## src/rtl/core/dxt_pkg.sv

```systemverilog
// ----------------------------------------------------------------------------
// dxt_pkg
// Shared types, codes and small arithmetic helpers for the block decoder.
// ----------------------------------------------------------------------------
package dxt_pkg;

    // register indexes of the configuration port
    localparam logic [1:0] CFG_FORMAT = 2'd0;
    localparam logic [1:0] CFG_WIDTH  = 2'd1;
    localparam logic [1:0] CFG_HEIGHT = 2'd2;

    // block format codes, code three decodes as dxt5
    localparam logic [1:0] FMT_DXT1 = 2'd0;
    localparam logic [1:0] FMT_DXT3 = 2'd1;

    localparam logic [15:0] RESET_WIDTH  = 16'd256;
    localparam logic [15:0] RESET_HEIGHT = 16'd256;

    // one block after classification, as held in the queue
    typedef struct packed {
        logic               is_dxt1;
        logic               is_dxt3;
        logic               four;       // four-color mode
        logic               a7;         // eight-entry alpha palette
        logic [2:0][7:0]    e0;
        logic [2:0][7:0]    e1;
        logic [2:0][9:0]    n2;
        logic [2:0][9:0]    n3;
        logic [5:0][10:0]   anum;
        logic [63:0]        alpha_word;
        logic [31:0]        cidx;
        logic [13:0]        col;
        logic [13:0]        row;
        logic [2:0]         vc;         // visible texel columns
        logic [2:0]         vr;         // visible texel rows
        logic               final_blk;
    } t_blk_cmd;

    // block with its palettes resolved, held by the texel engine
    typedef struct packed {
        logic               is_dxt1;
        logic               is_dxt3;
        logic               four;
        logic [3:0][2:0][7:0] pal;
        logic [7:0][7:0]    apal;
        logic [63:0]        alpha_word;
        logic [31:0]        cidx;
        logic [13:0]        col;
        logic [13:0]        row;
        logic [2:0]         vc;
        logic [2:0]         vr;
        logic               final_blk;
    } t_blk_pal;

    typedef struct packed {
        logic [15:0] pixel_x;
        logic [15:0] pixel_y;
        logic [7:0]  red;
        logic [7:0]  green;
        logic [7:0]  blue;
        logic [7:0]  alpha;
        logic        last_of_block;
        logic        last_of_image;
    } t_texel;

    // queue status seen by both sides
    typedef struct packed {
        logic full;
        logic not_empty;
    } t_q_stat;

    // x*255/31 as 8x + floor(7x/31)
    function automatic logic [7:0] exp5(input logic [4:0] x);
        logic [16:0] p;
        p = 17'(x) * 17'd7 * 17'd265;
        return {x, 3'b000} + 8'(p[15:13]);
    endfunction

    // x*255/63 as 4x + floor(x/21)
    function automatic logic [7:0] exp6(input logic [5:0] x);
        logic [1:0] q;
        if (x >= 6'd63)      q = 2'd3;
        else if (x >= 6'd42) q = 2'd2;
        else if (x >= 6'd21) q = 2'd1;
        else                 q = 2'd0;
        return {x, 2'b00} + 8'(q);
    endfunction

    function automatic logic [7:0] div3(input logic [9:0] s);
        logic [20:0] p;
        p = 21'(s) * 21'd683;
        return p[18:11];
    endfunction

    function automatic logic [7:0] div5(input logic [10:0] s);
        logic [21:0] p;
        p = 22'(s) * 22'd3277;
        return p[21:14];
    endfunction

    function automatic logic [7:0] div7(input logic [10:0] s);
        logic [21:0] p;
        p = 22'(s) * 22'd2341;
        return p[21:14];
    endfunction

    // visible texels along one axis from the signed distance to the edge
    function automatic logic [2:0] crop_count(input logic [16:0] d);
        if (d[16] || d == 17'd0) return 3'd0;
        else if (|d[15:2])       return 3'd4;
        else                     return d[2:0];
    endfunction

endpackage

```

## src/rtl/core/dxt_if.sv

```systemverilog
// ----------------------------------------------------------------------------
// dxt channel interfaces
// Block input, texel output and configuration write channels.
// ----------------------------------------------------------------------------
interface dxt_blk_if;
    logic        valid;
    logic        ready;
    logic [63:0] alpha_word;
    logic [63:0] color_word;
    modport source (output valid, alpha_word, color_word, input ready);
    modport sink   (input valid, alpha_word, color_word, output ready);
endinterface

interface dxt_tex_if;
    logic        valid;
    logic        ready;
    logic [15:0] pixel_x;
    logic [15:0] pixel_y;
    logic [7:0]  red;
    logic [7:0]  green;
    logic [7:0]  blue;
    logic [7:0]  alpha;
    logic        last_of_block;
    logic        last_of_image;
    modport source (output valid, pixel_x, pixel_y, red, green, blue, alpha,
                    last_of_block, last_of_image, input ready);
    modport sink   (input valid, pixel_x, pixel_y, red, green, blue, alpha,
                    last_of_block, last_of_image, output ready);
endinterface

interface dxt_cfg_if;
    logic        valid;
    logic        ready;
    logic [1:0]  index;
    logic [15:0] data;
    modport source (output valid, index, data, input ready);
    modport sink   (input valid, index, data, output ready);
endinterface

```

## src/rtl/core/dxt_front.sv

```systemverilog
// ----------------------------------------------------------------------------
// dxt_front
// Holds configuration and block position, accepts blocks and classifies
// them: color mode, expanded endpoints, interpolation sums and crop counts.
// ----------------------------------------------------------------------------
module dxt_front (
    input  logic                i_clk,
    input  logic                i_rst_n,
    dxt_cfg_if.sink             i_cfg,
    dxt_blk_if.sink             i_blk,
    input  dxt_pkg::t_q_stat    i_q_stat,
    output logic                o_push,
    output dxt_pkg::t_blk_cmd   o_cmd
);
    import dxt_pkg::*;

    logic [1:0]  r_format;
    logic [15:0] r_width;
    logic [15:0] r_height;
    logic [13:0] r_col, n_col;
    logic [13:0] r_row, n_row;

    logic [15:0] c0, c1;
    logic [7:0]  a0, a1;
    logic        four, a7;
    logic [14:0] blocks_x, blocks_y;
    logic        col_end, row_end;
    logic [2:0][7:0] e0, e1;

    assign i_cfg.ready = 1'b1;
    assign i_blk.ready = !i_q_stat.full;
    assign o_push      = i_blk.valid && !i_q_stat.full;

    always_ff @(posedge i_clk) begin
        if (!i_rst_n) begin
            r_format <= FMT_DXT1;
            r_width  <= RESET_WIDTH;
            r_height <= RESET_HEIGHT;
        end else if (i_cfg.valid) begin
            unique case (i_cfg.index)
                CFG_FORMAT: r_format <= i_cfg.data[1:0];
                CFG_WIDTH:  r_width  <= i_cfg.data;
                CFG_HEIGHT: r_height <= i_cfg.data;
                default: ;
            endcase
        end
    end

    // block position walk
    always_comb begin
        blocks_x = 15'(({1'b0, r_width} + 17'd3) >> 2);
        blocks_y = 15'(({1'b0, r_height} + 17'd3) >> 2);
        col_end  = ({1'b0, r_col} + 15'd1) >= blocks_x;
        row_end  = ({1'b0, r_row} + 15'd1) >= blocks_y;
        n_col    = r_col;
        n_row    = r_row;
        if (o_push) begin
            if (col_end) begin
                n_col = '0;
                n_row = row_end ? '0 : r_row + 14'd1;
            end else begin
                n_col = r_col + 14'd1;
            end
        end
    end

    always_ff @(posedge i_clk) begin
        if (!i_rst_n) begin
            r_col <= '0;
            r_row <= '0;
        end else begin
            r_col <= n_col;
            r_row <= n_row;
        end
    end

    always_comb begin
        c0   = i_blk.color_word[15:0];
        c1   = i_blk.color_word[31:16];
        a0   = i_blk.alpha_word[7:0];
        a1   = i_blk.alpha_word[15:8];
        four = (r_format != FMT_DXT1) || (c0 > c1);
        a7   = a0 > a1;
        e0[0] = exp5(c0[15:11]);
        e0[1] = exp6(c0[10:5]);
        e0[2] = exp5(c0[4:0]);
        e1[0] = exp5(c1[15:11]);
        e1[1] = exp6(c1[10:5]);
        e1[2] = exp5(c1[4:0]);

        o_cmd.is_dxt1 = (r_format == FMT_DXT1);
        o_cmd.is_dxt3 = (r_format == FMT_DXT3);
        o_cmd.four    = four;
        o_cmd.a7      = a7;
        o_cmd.e0      = e0;
        o_cmd.e1      = e1;
        for (int ch = 0; ch < 3; ch++) begin
            o_cmd.n2[ch] = four ? {1'b0, e0[ch], 1'b0} + {2'b00, e1[ch]}
                                : {2'b00, e0[ch]} + {2'b00, e1[ch]};
            o_cmd.n3[ch] = {2'b00, e0[ch]} + {1'b0, e1[ch], 1'b0};
        end
        // weighted alpha sums, the six-entry palette uses fifths
        for (int j = 1; j < 7; j++) begin
            if (a7 || j > 4) begin
                o_cmd.anum[j-1] = 11'(7 - j) * {3'b000, a0} + 11'(j) * {3'b000, a1};
            end else begin
                o_cmd.anum[j-1] = 11'(5 - j) * {3'b000, a0} + 11'(j) * {3'b000, a1};
            end
        end
        o_cmd.alpha_word = i_blk.alpha_word;
        o_cmd.cidx       = i_blk.color_word[63:32];
        o_cmd.col        = r_col;
        o_cmd.row        = r_row;
        o_cmd.vc = crop_count({1'b0, r_width} - {1'b0, r_col, 2'b00});
        o_cmd.vr = crop_count({1'b0, r_height} - {1'b0, r_row, 2'b00});
        o_cmd.final_blk = col_end && row_end;
    end

endmodule

```

## src/rtl/core/dxt_queue.sv

```systemverilog
// ----------------------------------------------------------------------------
// dxt_queue
// Two-entry block queue between the classifying front and the texel engine.
// ----------------------------------------------------------------------------
module dxt_queue (
    input  logic                i_clk,
    input  logic                i_rst_n,
    input  logic                i_push,
    input  dxt_pkg::t_blk_cmd   i_cmd,
    input  logic                i_pop,
    output dxt_pkg::t_q_stat    o_stat,
    output dxt_pkg::t_blk_cmd   o_head
);
    import dxt_pkg::*;

    t_blk_cmd   r_mem [2];
    logic       r_wr, r_rd;
    logic [1:0] r_cnt;

    assign o_stat.full      = (r_cnt == 2'd2);
    assign o_stat.not_empty = (r_cnt != 2'd0);
    assign o_head           = r_mem[r_rd];

    always_ff @(posedge i_clk) begin
        if (!i_rst_n) begin
            r_wr  <= 1'b0;
            r_rd  <= 1'b0;
            r_cnt <= 2'd0;
        end else begin
            if (i_push) r_wr <= !r_wr;
            if (i_pop)  r_rd <= !r_rd;
            r_cnt <= r_cnt + 2'(i_push) - 2'(i_pop);
        end
    end

    always_ff @(posedge i_clk) begin
        if (i_push) r_mem[r_wr] <= i_cmd;
    end

endmodule

```

## src/rtl/core/dxt_back.sv

```systemverilog
// ----------------------------------------------------------------------------
// dxt_back
// Resolves the palettes of the queue head, then walks its texels one per
// cycle into an output register while that register is not stalled.
// ----------------------------------------------------------------------------
module dxt_back (
    input  logic                i_clk,
    input  logic                i_rst_n,
    input  dxt_pkg::t_q_stat    i_q_stat,
    input  dxt_pkg::t_blk_cmd   i_head,
    output logic                o_pop,
    dxt_tex_if.source           o_tex
);
    import dxt_pkg::*;

    t_blk_pal   r_slot, n_slot;
    logic       r_slot_valid, n_slot_valid;
    logic [3:0] r_tex, n_tex;
    t_texel     r_out, n_out;
    logic       r_out_valid;

    logic       adv, step, load, emit, done, blk_empty;
    logic [1:0] col, row, ci;
    logic [5:0] aoff;
    logic [2:0] aidx;
    logic [3:0] nib;

    // palette resolve, at most one constant multiply per entry
    always_comb begin
        n_slot.is_dxt1 = i_head.is_dxt1;
        n_slot.is_dxt3 = i_head.is_dxt3;
        n_slot.four    = i_head.four;
        for (int ch = 0; ch < 3; ch++) begin
            n_slot.pal[0][ch] = i_head.e0[ch];
            n_slot.pal[1][ch] = i_head.e1[ch];
            n_slot.pal[2][ch] = i_head.four ? div3(i_head.n2[ch]) : i_head.n2[ch][8:1];
            n_slot.pal[3][ch] = i_head.four ? div3(i_head.n3[ch]) : 8'd0;
        end
        n_slot.apal[0] = i_head.alpha_word[7:0];
        n_slot.apal[1] = i_head.alpha_word[15:8];
        for (int j = 0; j < 4; j++) begin
            n_slot.apal[j+2] = i_head.a7 ? div7(i_head.anum[j]) : div5(i_head.anum[j]);
        end
        n_slot.apal[6]    = i_head.a7 ? div7(i_head.anum[4]) : 8'd0;
        n_slot.apal[7]    = i_head.a7 ? div7(i_head.anum[5]) : 8'hff;
        n_slot.alpha_word = i_head.alpha_word;
        n_slot.cidx       = i_head.cidx;
        n_slot.col        = i_head.col;
        n_slot.row        = i_head.row;
        n_slot.vc         = i_head.vc;
        n_slot.vr         = i_head.vr;
        n_slot.final_blk  = i_head.final_blk;
    end

    // texel walk
    always_comb begin
        col       = r_tex[1:0];
        row       = r_tex[3:2];
        blk_empty = (r_slot.vc == 3'd0) || (r_slot.vr == 3'd0);
        emit      = !blk_empty && ({1'b0, col} < r_slot.vc) && ({1'b0, row} < r_slot.vr);
        done      = blk_empty || ((col == 2'(r_slot.vc - 3'd1)) &&
                                  (row == 2'(r_slot.vr - 3'd1)));
        adv       = !r_out_valid || o_tex.ready;
        step      = r_slot_valid && adv;
        load      = i_q_stat.not_empty && (!r_slot_valid || (step && done));

        ci   = r_slot.cidx[{r_tex, 1'b0} +: 2];
        aoff = 6'd16 + {2'b00, r_tex} + {1'b0, r_tex, 1'b0};
        aidx = r_slot.alpha_word[aoff +: 3];
        nib  = r_slot.alpha_word[{r_tex, 2'b00} +: 4];

        n_out.pixel_x = {r_slot.col, col};
        n_out.pixel_y = {r_slot.row, row};
        n_out.red     = r_slot.pal[ci][0];
        n_out.green   = r_slot.pal[ci][1];
        n_out.blue    = r_slot.pal[ci][2];
        if (r_slot.is_dxt1) begin
            // transparent black in three-color mode
            n_out.alpha = (ci == 2'd3 && !r_slot.four) ? 8'd0 : 8'hff;
        end else if (r_slot.is_dxt3) begin
            n_out.alpha = {nib, nib};
        end else begin
            n_out.alpha = r_slot.apal[aidx];
        end
        n_out.last_of_block = done;
        n_out.last_of_image = done && r_slot.final_blk;

        n_slot_valid = r_slot_valid;
        n_tex        = r_tex;
        if (load) begin
            n_slot_valid = 1'b1;
            n_tex        = '0;
        end else if (step) begin
            n_slot_valid = !done;
            n_tex        = r_tex + 4'd1;
        end
    end

    assign o_pop = load;

    always_ff @(posedge i_clk) begin
        if (!i_rst_n) begin
            r_slot_valid <= 1'b0;
            r_tex        <= '0;
            r_out_valid  <= 1'b0;
        end else begin
            r_slot_valid <= n_slot_valid;
            r_tex        <= n_tex;
            if (adv) r_out_valid <= step && emit;
        end
    end

    always_ff @(posedge i_clk) begin
        if (load) r_slot <= n_slot;
        if (step && emit) r_out <= n_out;
    end

    assign o_tex.valid         = r_out_valid;
    assign o_tex.pixel_x       = r_out.pixel_x;
    assign o_tex.pixel_y       = r_out.pixel_y;
    assign o_tex.red           = r_out.red;
    assign o_tex.green         = r_out.green;
    assign o_tex.blue          = r_out.blue;
    assign o_tex.alpha         = r_out.alpha;
    assign o_tex.last_of_block = r_out.last_of_block;
    assign o_tex.last_of_image = r_out.last_of_image;

endmodule

```

## src/rtl/core/dxt_block_texture_decoder.sv

```systemverilog
// ----------------------------------------------------------------------------
// dxt_block_texture_decoder
// S3TC (DXT1/DXT3/DXT5) block decoder to RGBA8 texels with pixel coordinates.
// ----------------------------------------------------------------------------
// Blocks arrive in raster block order and are accepted into a two-entry
// queue; the texel engine then emits at most one texel per cycle, walking
// the texel positions of a block up to its last visible one, so a full
// block walks all 16 positions, an edge block stops at its last visible
// texel and a block wholly outside the image emits nothing. The texel
// engine sets the sustained rate; a block word passes through the queue,
// the palette slot and the output register before its first texel leaves.
// Configuration writes are always taken and apply to blocks accepted after
// them; the block position is not moved by a write.
module dxt_block_texture_decoder (
    input  logic        i_clk,
    input  logic        i_rst_n,
    dxt_cfg_if.sink     i_cfg,
    dxt_blk_if.sink     i_blk,
    dxt_tex_if.source   o_tex
);
    import dxt_pkg::*;

    t_q_stat  q_stat;
    t_blk_cmd push_cmd;
    t_blk_cmd head_cmd;
    logic     push;
    logic     pop;

    dxt_front u_front (
        .i_clk    (i_clk),
        .i_rst_n  (i_rst_n),
        .i_cfg    (i_cfg),
        .i_blk    (i_blk),
        .i_q_stat (q_stat),
        .o_push   (push),
        .o_cmd    (push_cmd)
    );

    dxt_queue u_queue (
        .i_clk   (i_clk),
        .i_rst_n (i_rst_n),
        .i_push  (push),
        .i_cmd   (push_cmd),
        .i_pop   (pop),
        .o_stat  (q_stat),
        .o_head  (head_cmd)
    );

    dxt_back u_back (
        .i_clk    (i_clk),
        .i_rst_n  (i_rst_n),
        .i_q_stat (q_stat),
        .i_head   (head_cmd),
        .o_pop    (pop),
        .o_tex    (o_tex)
    );

endmodule
```

## src/flat_wrapper.sv

```systemverilog
// flat-port wrapper written by rule: the top's interface ports become plain ports
module dxt_block_texture_decoder_flat import dxt_pkg::*;
  (i_clk, i_rst_n, i_cfg_valid, i_cfg_index, i_cfg_data, i_cfg_ready, i_blk_valid, i_blk_alpha_word, i_blk_color_word, i_blk_ready, o_tex_valid, o_tex_pixel_x, o_tex_pixel_y, o_tex_red, o_tex_green, o_tex_blue, o_tex_alpha, o_tex_last_of_block, o_tex_last_of_image, o_tex_ready);
  dxt_cfg_if i_cfg_i ();
  dxt_blk_if i_blk_i ();
  dxt_tex_if o_tex_i ();
  input  logic i_clk;
  input  logic i_rst_n;
  input wire logic [$bits(i_cfg_i.valid)-1:0] i_cfg_valid;
  input wire logic [$bits(i_cfg_i.index)-1:0] i_cfg_index;
  input wire logic [$bits(i_cfg_i.data)-1:0] i_cfg_data;
  output wire logic [$bits(i_cfg_i.ready)-1:0] i_cfg_ready;
  input wire logic [$bits(i_blk_i.valid)-1:0] i_blk_valid;
  input wire logic [$bits(i_blk_i.alpha_word)-1:0] i_blk_alpha_word;
  input wire logic [$bits(i_blk_i.color_word)-1:0] i_blk_color_word;
  output wire logic [$bits(i_blk_i.ready)-1:0] i_blk_ready;
  output wire logic [$bits(o_tex_i.valid)-1:0] o_tex_valid;
  output wire logic [$bits(o_tex_i.pixel_x)-1:0] o_tex_pixel_x;
  output wire logic [$bits(o_tex_i.pixel_y)-1:0] o_tex_pixel_y;
  output wire logic [$bits(o_tex_i.red)-1:0] o_tex_red;
  output wire logic [$bits(o_tex_i.green)-1:0] o_tex_green;
  output wire logic [$bits(o_tex_i.blue)-1:0] o_tex_blue;
  output wire logic [$bits(o_tex_i.alpha)-1:0] o_tex_alpha;
  output wire logic [$bits(o_tex_i.last_of_block)-1:0] o_tex_last_of_block;
  output wire logic [$bits(o_tex_i.last_of_image)-1:0] o_tex_last_of_image;
  input wire logic [$bits(o_tex_i.ready)-1:0] o_tex_ready;
  assign i_cfg_i.valid = i_cfg_valid;
  assign i_cfg_i.index = i_cfg_index;
  assign i_cfg_i.data = i_cfg_data;
  assign i_cfg_ready = i_cfg_i.ready;
  assign i_blk_i.valid = i_blk_valid;
  assign i_blk_i.alpha_word = i_blk_alpha_word;
  assign i_blk_i.color_word = i_blk_color_word;
  assign i_blk_ready = i_blk_i.ready;
  assign o_tex_valid = o_tex_i.valid;
  assign o_tex_pixel_x = o_tex_i.pixel_x;
  assign o_tex_pixel_y = o_tex_i.pixel_y;
  assign o_tex_red = o_tex_i.red;
  assign o_tex_green = o_tex_i.green;
  assign o_tex_blue = o_tex_i.blue;
  assign o_tex_alpha = o_tex_i.alpha;
  assign o_tex_last_of_block = o_tex_i.last_of_block;
  assign o_tex_last_of_image = o_tex_i.last_of_image;
  assign o_tex_i.ready = o_tex_ready;
  dxt_block_texture_decoder u_core (.i_clk(i_clk), .i_rst_n(i_rst_n), .i_cfg(i_cfg_i), .i_blk(i_blk_i), .o_tex(o_tex_i));
endmodule
```

## config.mk

```make
export PLATFORM = sky130hd
export DESIGN_NAME = dxt_block_texture_decoder_flat
export DESIGN_NICKNAME = d
export VERILOG_FILES = /design/src/rtl/core/dxt_pkg.sv /design/src/rtl/core/dxt_if.sv /design/src/rtl/core/dxt_front.sv /design/src/rtl/core/dxt_queue.sv /design/src/rtl/core/dxt_back.sv /design/src/rtl/core/dxt_block_texture_decoder.sv /design/src/flat_wrapper.sv
export SDC_FILE = /design/constraint.sdc
export NUM_CORES = 2
export LEC_CHECK = 0
export BUFFER_PORTS_ARGS = -buffer_cell sky130_fd_sc_hd__buf_2
export CAP_MARGIN = 15
export CORE_AREA = 2 2 540 274
export DETAILED_ROUTE_END_ITERATION = 8
export DIE_AREA = 0 0 542 276
export PLACE_DENSITY_LB_ADDON = 0.2
export RECOVER_POWER = 25
export SYNTH_ARGS = -nofsm -noshare
export SYNTH_HDL_FRONTEND = slang
export SYNTH_SLANG_ARGS = --single-unit
```

## constraint.sdc

```tcl
create_clock -name i_clk -period 38.5 [get_ports i_clk]
set_input_delay 1.925 -clock i_clk [delete_from_list [all_inputs] [get_ports i_clk]]
set_output_delay 1.925 -clock i_clk [all_outputs]
set_load 0.02 [all_outputs]
```

== Yosys cells after proc, flatten, opt, wreduce, memory -nomap -nowiden ==
Memories as Yosys holds them, arrays and structs flattened. A register that Yosys moved wholly into a read port is not among the register bits.
Cells that the tools add are included.
Cells by class
  reduce and logical (&&, ||, !) cells: 42
  shift-type cells: 3
  add/subtract/negate cells: 40
  equal/unequal tests: 7
  multiply operators: 30
  bitwise operators: 1
  mux-type cells: 39
  $lt $le $gt $ge: 14
Operators by type and width (count)
  11-bit by 12-bit multiplier with 22-bit output, second input constant: 10
  10-bit by 10-bit multiplier with 19-bit output, second input constant: 6
  8-bit two-way mux: 11
  8-bit by 9-bit multiplier with 16-bit output, second input constant: 4
  64-bit by 7-bit variable part select with 3-bit output: 1
  64-bit by 7-bit variable part select with 4-bit output: 1
  24-bit binary-select mux with 2-bit select: 1
  11-bit two-way mux: 4
  2-bit by 8-bit multiplier with 10-bit output, first input constant: 4
  16-bit by 2-bit adder with 17-bit output, second input constant: 2
  17-bit zero test: 2
  16-bit by 16-bit subtractor with 17-bit output: 2
  8-bit by 3-bit adder with 8-bit output: 4
  5-bit by 3-bit multiplier with 8-bit output, second input constant: 4
  32-bit by 6-bit variable part select with 2-bit output: 1
  14-bit by 1-bit adder with 15-bit output, second input constant: 2
  8-bit by 9-bit adder with 10-bit output: 3
  9-bit by 8-bit adder with 10-bit output: 3
  15-bit >= comparator: 2
  10-bit two-way mux: 3
  14-bit by 1-bit adder with 14-bit output, second input constant: 2
  14-bit two-way mux: 2
  14-bit OR reduction: 2
  8-bit by 8-bit adder with 9-bit output: 3
  41 further kinds: 97
Storage, ports and cells
  bits in registers: 432
  bits of input ports: 151
  RAM bits: 618
  memories: 1
  output and inout port bits: 69
Memory list
  u_core.u_queue.r_mem: depth 2, bits a word 309, read ports 1, clocked after Yosys merged registers in 1, write ports 1, RTL line dxt_queue.sv:16  | t_blk_cmd r_mem [2];

== Longest topological paths before layout ==
  word-level depth: 9
  gate-level depth with buffers: 28

== Hierarchy ==
A second synthesis with hierarchy kept.
Second synthesis, totals
  cell total of the unflattened synthesis: 6706
  area total of the unflattened synthesis: 81032.7 µm²
By module, submodules not included
  dxt_back: times used 1, area an instance 41703.7 µm², cells an instance 3622
  dxt_queue: times used 1, area an instance 22881.9 µm², cells an instance 982
  dxt_front: times used 1, area an instance 16447.0 µm², cells an instance 2102

== Worst setup path before layout ==
Ideal clock, no wire load.
  path kind: input to register
  start: input i_blk_valid
  end: memory u_core.u_queue.r_mem[1][0] (netlist name) (enable)
  stages: 5
  slack: 22.510 ns
  data required time: 37.531 ns
  buffers on the path: 2
  arrival: 15.022 ns
  cells stage by stage: and2_1 -> clkbuf_1 -> inv_1 -> clkbuf_1 -> nor2_1
Between the ends
  longest elaborated chain between the ends: 3
Ends and longest elaborated chain
  start, declared: RTL line flat_wrapper.sv:13  | input wire logic [$bits(i_blk_i.valid)-1:0] i_blk_valid;
  1-bit logical AND: RTL line dxt_front.sv:32  | assign o_push = i_blk.valid && !i_q_stat.full;
  1-bit two-way mux: RTL line dxt_queue.sv:37  | if (i_push) r_mem[r_wr] <= i_cmd;
  1-bit two-way mux (implied by the code): RTL line dxt_queue.sv:37
  end, declared: RTL line dxt_queue.sv:16
No other way between the ends.

==> flow_metrics.py <==
metrics = {
    "synthesis": {
        "synth_top_cells_by_count": "ha_1 (1329), inv_1 (963), edfxtp_1 (944)",
        "synth_top_area_frac": 0.364,
        "synth_area_leader_cell": "edfxtp_1",
        "avgSynthCellArea_um2": 12.1,
        "synth.most_common_cell": "ha_1",
        "yosys_warnings": 0,
        "syn_area_um2": 77900,
        "ys_ff_latch": 1017,
        "async_flop_share": 0,
        "ys_seq_area_frac": 0.383,
        "synth_cell_types": 81,
        "syn_inst": 6419,
        "syn-num-nets": 8290,
        "synth-edff-count": 944,
        "ys.flop_type": "edfxtp_1",
        "ys_top_cells_by_area": "edfxtp_1 (36%), ha_1 (21%), fa_1 (10%)",
    },
    "floorplan": {
        "row_count": 99,
        "start_util": 0.538,
        "die_y_um": 276,
        "die_x_um": 542,
        "ios": 220,
        "core_area_um2": 145000,
        "die_area_um2": 150000,
    },
    "detailed_routing": {
        "ant_nets": 0,
        "drt_pre_antenna_iters": 6,
        "via_per_inst": 5.74,
        "drc_errors": 0,
        "num_vias": 49800,
        "post_drt_wl_per_cell_um": 22.8,
        "drtIter0Drc": 4730,
        "drt_wl_total_um": 197000,
    },
    "final_layout": {
        "nNetsFinal": 8532,
        "syn2layout_area_growth_pct": 8.62,
        "drive_above_1_share": 0.0962,
    },
    "sta": {
        "finalCriticalPeriod_ps": 13990,
        "fin_skew_ps": 31.4,
        "worstMarginPinSlew_ps": 6700,
        "slew_viol_final": 346,
        "finalCritPeriodShare": 0.363,
        "rsz0062_at_grt": "false",
        "max-slew-margin-rel": -3.47,
        "hold_viol_final": 0,
        "finalSetupViolations": 0,
        "fmax_ghz": 0.0715,
        "setup_tns_ps": 0,
    },
    "worst_setup_path": {
        "critPathRequiredTime_ps": 38870,
        "reg2reg_depth": 21,
        "regToRegSetupSlack_ps": 24510,
        "r2r-end": "u_core.u_back.r_slot[290]",
        "endpoint": "u_core.u_back.r_slot[290]",
        "cp_max_fo": 102,
        "crit_path_start_kind": "flop",
        "end_kind": "flop",
        "cp.arrival_ps": 14370,
        "critical_path_class": "flop to flop",
    },
    "clock_tree": {
        "cts_tree": "built",
        "postCtsHoldBufs": 0,
        "h-tree-depth": 3,
        "clock_latency_ps": 700,
        "clk_pin_slew_ps": 60,
        "clock_path_buffers": 3,
        "cts_resized": 0,
        "cts_sinks": 1017,
        "postCtsSetupBuffers": 0,
        "clockRootBuffer": "clkbuf_16",
        "cts_buffers": 96,
    },
    "grt": {
        "grt_pass1_wl_um": 300000,
        "grt_overflow_total": 0,
        "grt_usage": 0.264,
        "grt_pass1_vias": 48600,
        "grt_max_degree": 134,
        "antenna_found_initial": 20,
    },
    "worst_hold_path": {
        "hold_path_class": "flop to flop",
    },
    "place": {
        "io_buffers": 218,
        "dp_hpwl_um": 154000,
        "gp_congestion": 0.944,
    },
    "run_status": {
        "violations": "capacitance limit, slew limit",
        "outcome": "finished with violations",
    },
    "flow_run": {
        "cap_viol_max_count": 6,
    },
}
area by class of cell:
| class | count | area [µm²] |
|---|---|---|
| diodes | 11 | 27.5 |
| clock buffers | 116 | 2580 |
| clock inverters | 65 | 863 |
| fillers | 11900 | 60100 |
| inverters | 968 | 3630 |
| multi-input cells | 4315 | 44000 |
| flip-flops and latches | 1017 | 29800 |
| well taps | 1919 | 2400 |
| repair buffers | 263 | 1270 |
worst max-delay path: stages (launching register included):
cell and delay (ps):
dfxtp_1 2360, clkbuf_1 4850, mux2i_1 1570, inv_1 380, ha_1 300, ha_1 300
ha_1 270, inv_1 60, fa_1 520, inv_1 50, fa_1 450, ha_1 300
o21a_1 100, o21a_1 160, o21ai_0 140, a21oi_1 150, a31oi_1 270, a21oi_1 170
a21o_1 230, a21oi_1 200, xnor2_1 130, nor2_1 640
routing by layer:
| layer | global-route usage | routed length [µm] | vias to the layer above |
|---|---|---|---|
| li1 | - | - | 23300 |
| met5 | 0 | 22 | - |
| met3 | 0.0629 | 19900 | 201 |
| met2 | 0.329 | 71600 | 1770 |
| met1 | 0.451 | 103000 | 24500 |
| met4 | 0.0440 | 3230 | 4 |
cell usage in the layout, fill, tap and decap left out, types with 20 or more instances in the layout:
| master | count |
|---|---|
| a21oi_1 | 268 |
| dfxtp_1 | 73 |
| nor3_1 | 71 |
| a21boi_0 | 35 |
| edfxtp_1 | 944 |
| o31ai_1 | 22 |
| a211oi_1 | 25 |
| a31oi_1 | 23 |
| nor2b_1 | 46 |
| and3_1 | 56 |
| a21o_1 | 78 |
| nand4_1 | 20 |
| inv_1 | 963 |
| fa_1 | 391 |
| a21boi_1 | 26 |
| xnor2_1 | 271 |
| xor2_1 | 97 |
| ha_1 | 1328 |
| o21ai_0 | 119 |
| mux4_2 | 107 |
| o21ai_1 | 34 |
| mux2_2 | 209 |
| nor2_1 | 265 |
| nand2_1 | 223 |
| o21bai_1 | 55 |
| nand3_1 | 77 |
| buf_4 | 36 |
| o21a_1 | 53 |
| clkbuf_1 | 134 |
| nand2b_1 | 29 |
| clkbuf_16 | 101 |
| and2_1 | 28 |
| mux2_1 | 53 |
| buf_2 | 107 |
| mux2i_1 | 99 |
stage by stage:
step	hold slack [ps]	setup WS [ps]	util	cell area, µm²	cells
after floorplan	400	22510	-	77900	6419
after global placement	401	29910	0.562	81300	8481
after detailed placement	407	29890	0.562	81300	8482
after CTS	409	30150	0.586	84700	8663
after global routing	415	23540	0.584	84600	8667
final	415	24510	0.585	84600	8674
state kept, by name, indices dropped and copies added (netlist names), 8 cells and up, named ones only:
register / count
u_core.u_front.r_col: 14
u_core.u_back.o_tex.alpha: 8
u_core.u_front.r_height: 16
u_core.u_back.o_tex.pixel_y: 16
u_core.u_back.o_tex.green: 8
u_core.u_back.o_tex.blue: 8
u_core.u_queue.r_mem: 600
u_core.u_front.r_width: 16
u_core.u_back.n_out: 28
u_core.u_back.r_slot: 250
u_core.u_front.r_row: 14
u_core.u_back.o_tex.red: 8
u_core.u_back.o_tex.pixel_x: 16
worst min-delay path by stage:
stage                                  startpoint                               to  slack [ps]  cells past startpoint
after floorplan           u_core.u_back.n_out[60]  u_core.u_back.o_tex.pixel_x[10]         400                      0
after global placement    u_core.u_back.n_out[64]  u_core.u_back.o_tex.pixel_x[14]         400                      0
after detailed placement  u_core.u_back.n_out[41]   u_core.u_back.o_tex.pixel_y[7]         410                      0
after CTS                 u_core.u_back.n_out[64]  u_core.u_back.o_tex.pixel_x[14]         410                      0
after global routing      u_core.u_back.n_out[64]  u_core.u_back.o_tex.pixel_x[14]         420                      0
final                     u_core.u_back.n_out[64]  u_core.u_back.o_tex.pixel_x[14]         410                      0
logic make-up (layout without fill, tap and decap cells):
group                    count (synthesis)  count (layout)  synth area share
AO/OA/AOI/OAI                          862             862            0.0713
XOR/XNOR                               370             370            0.0417
adder cells (fa/ha/maj)               1723            1723             0.314
buffers and inverters                 1087            1412            0.0535
flip-flops                            1017            1017             0.383
multiplexers                           470             470            0.0818
other                                    1              12         0.0000482
AND/OR/NAND/NOR                        889             889            0.0542
Power is not shown: default switching activity piles up to over one toggle a cycle in this logic, so the estimate is an artifact.
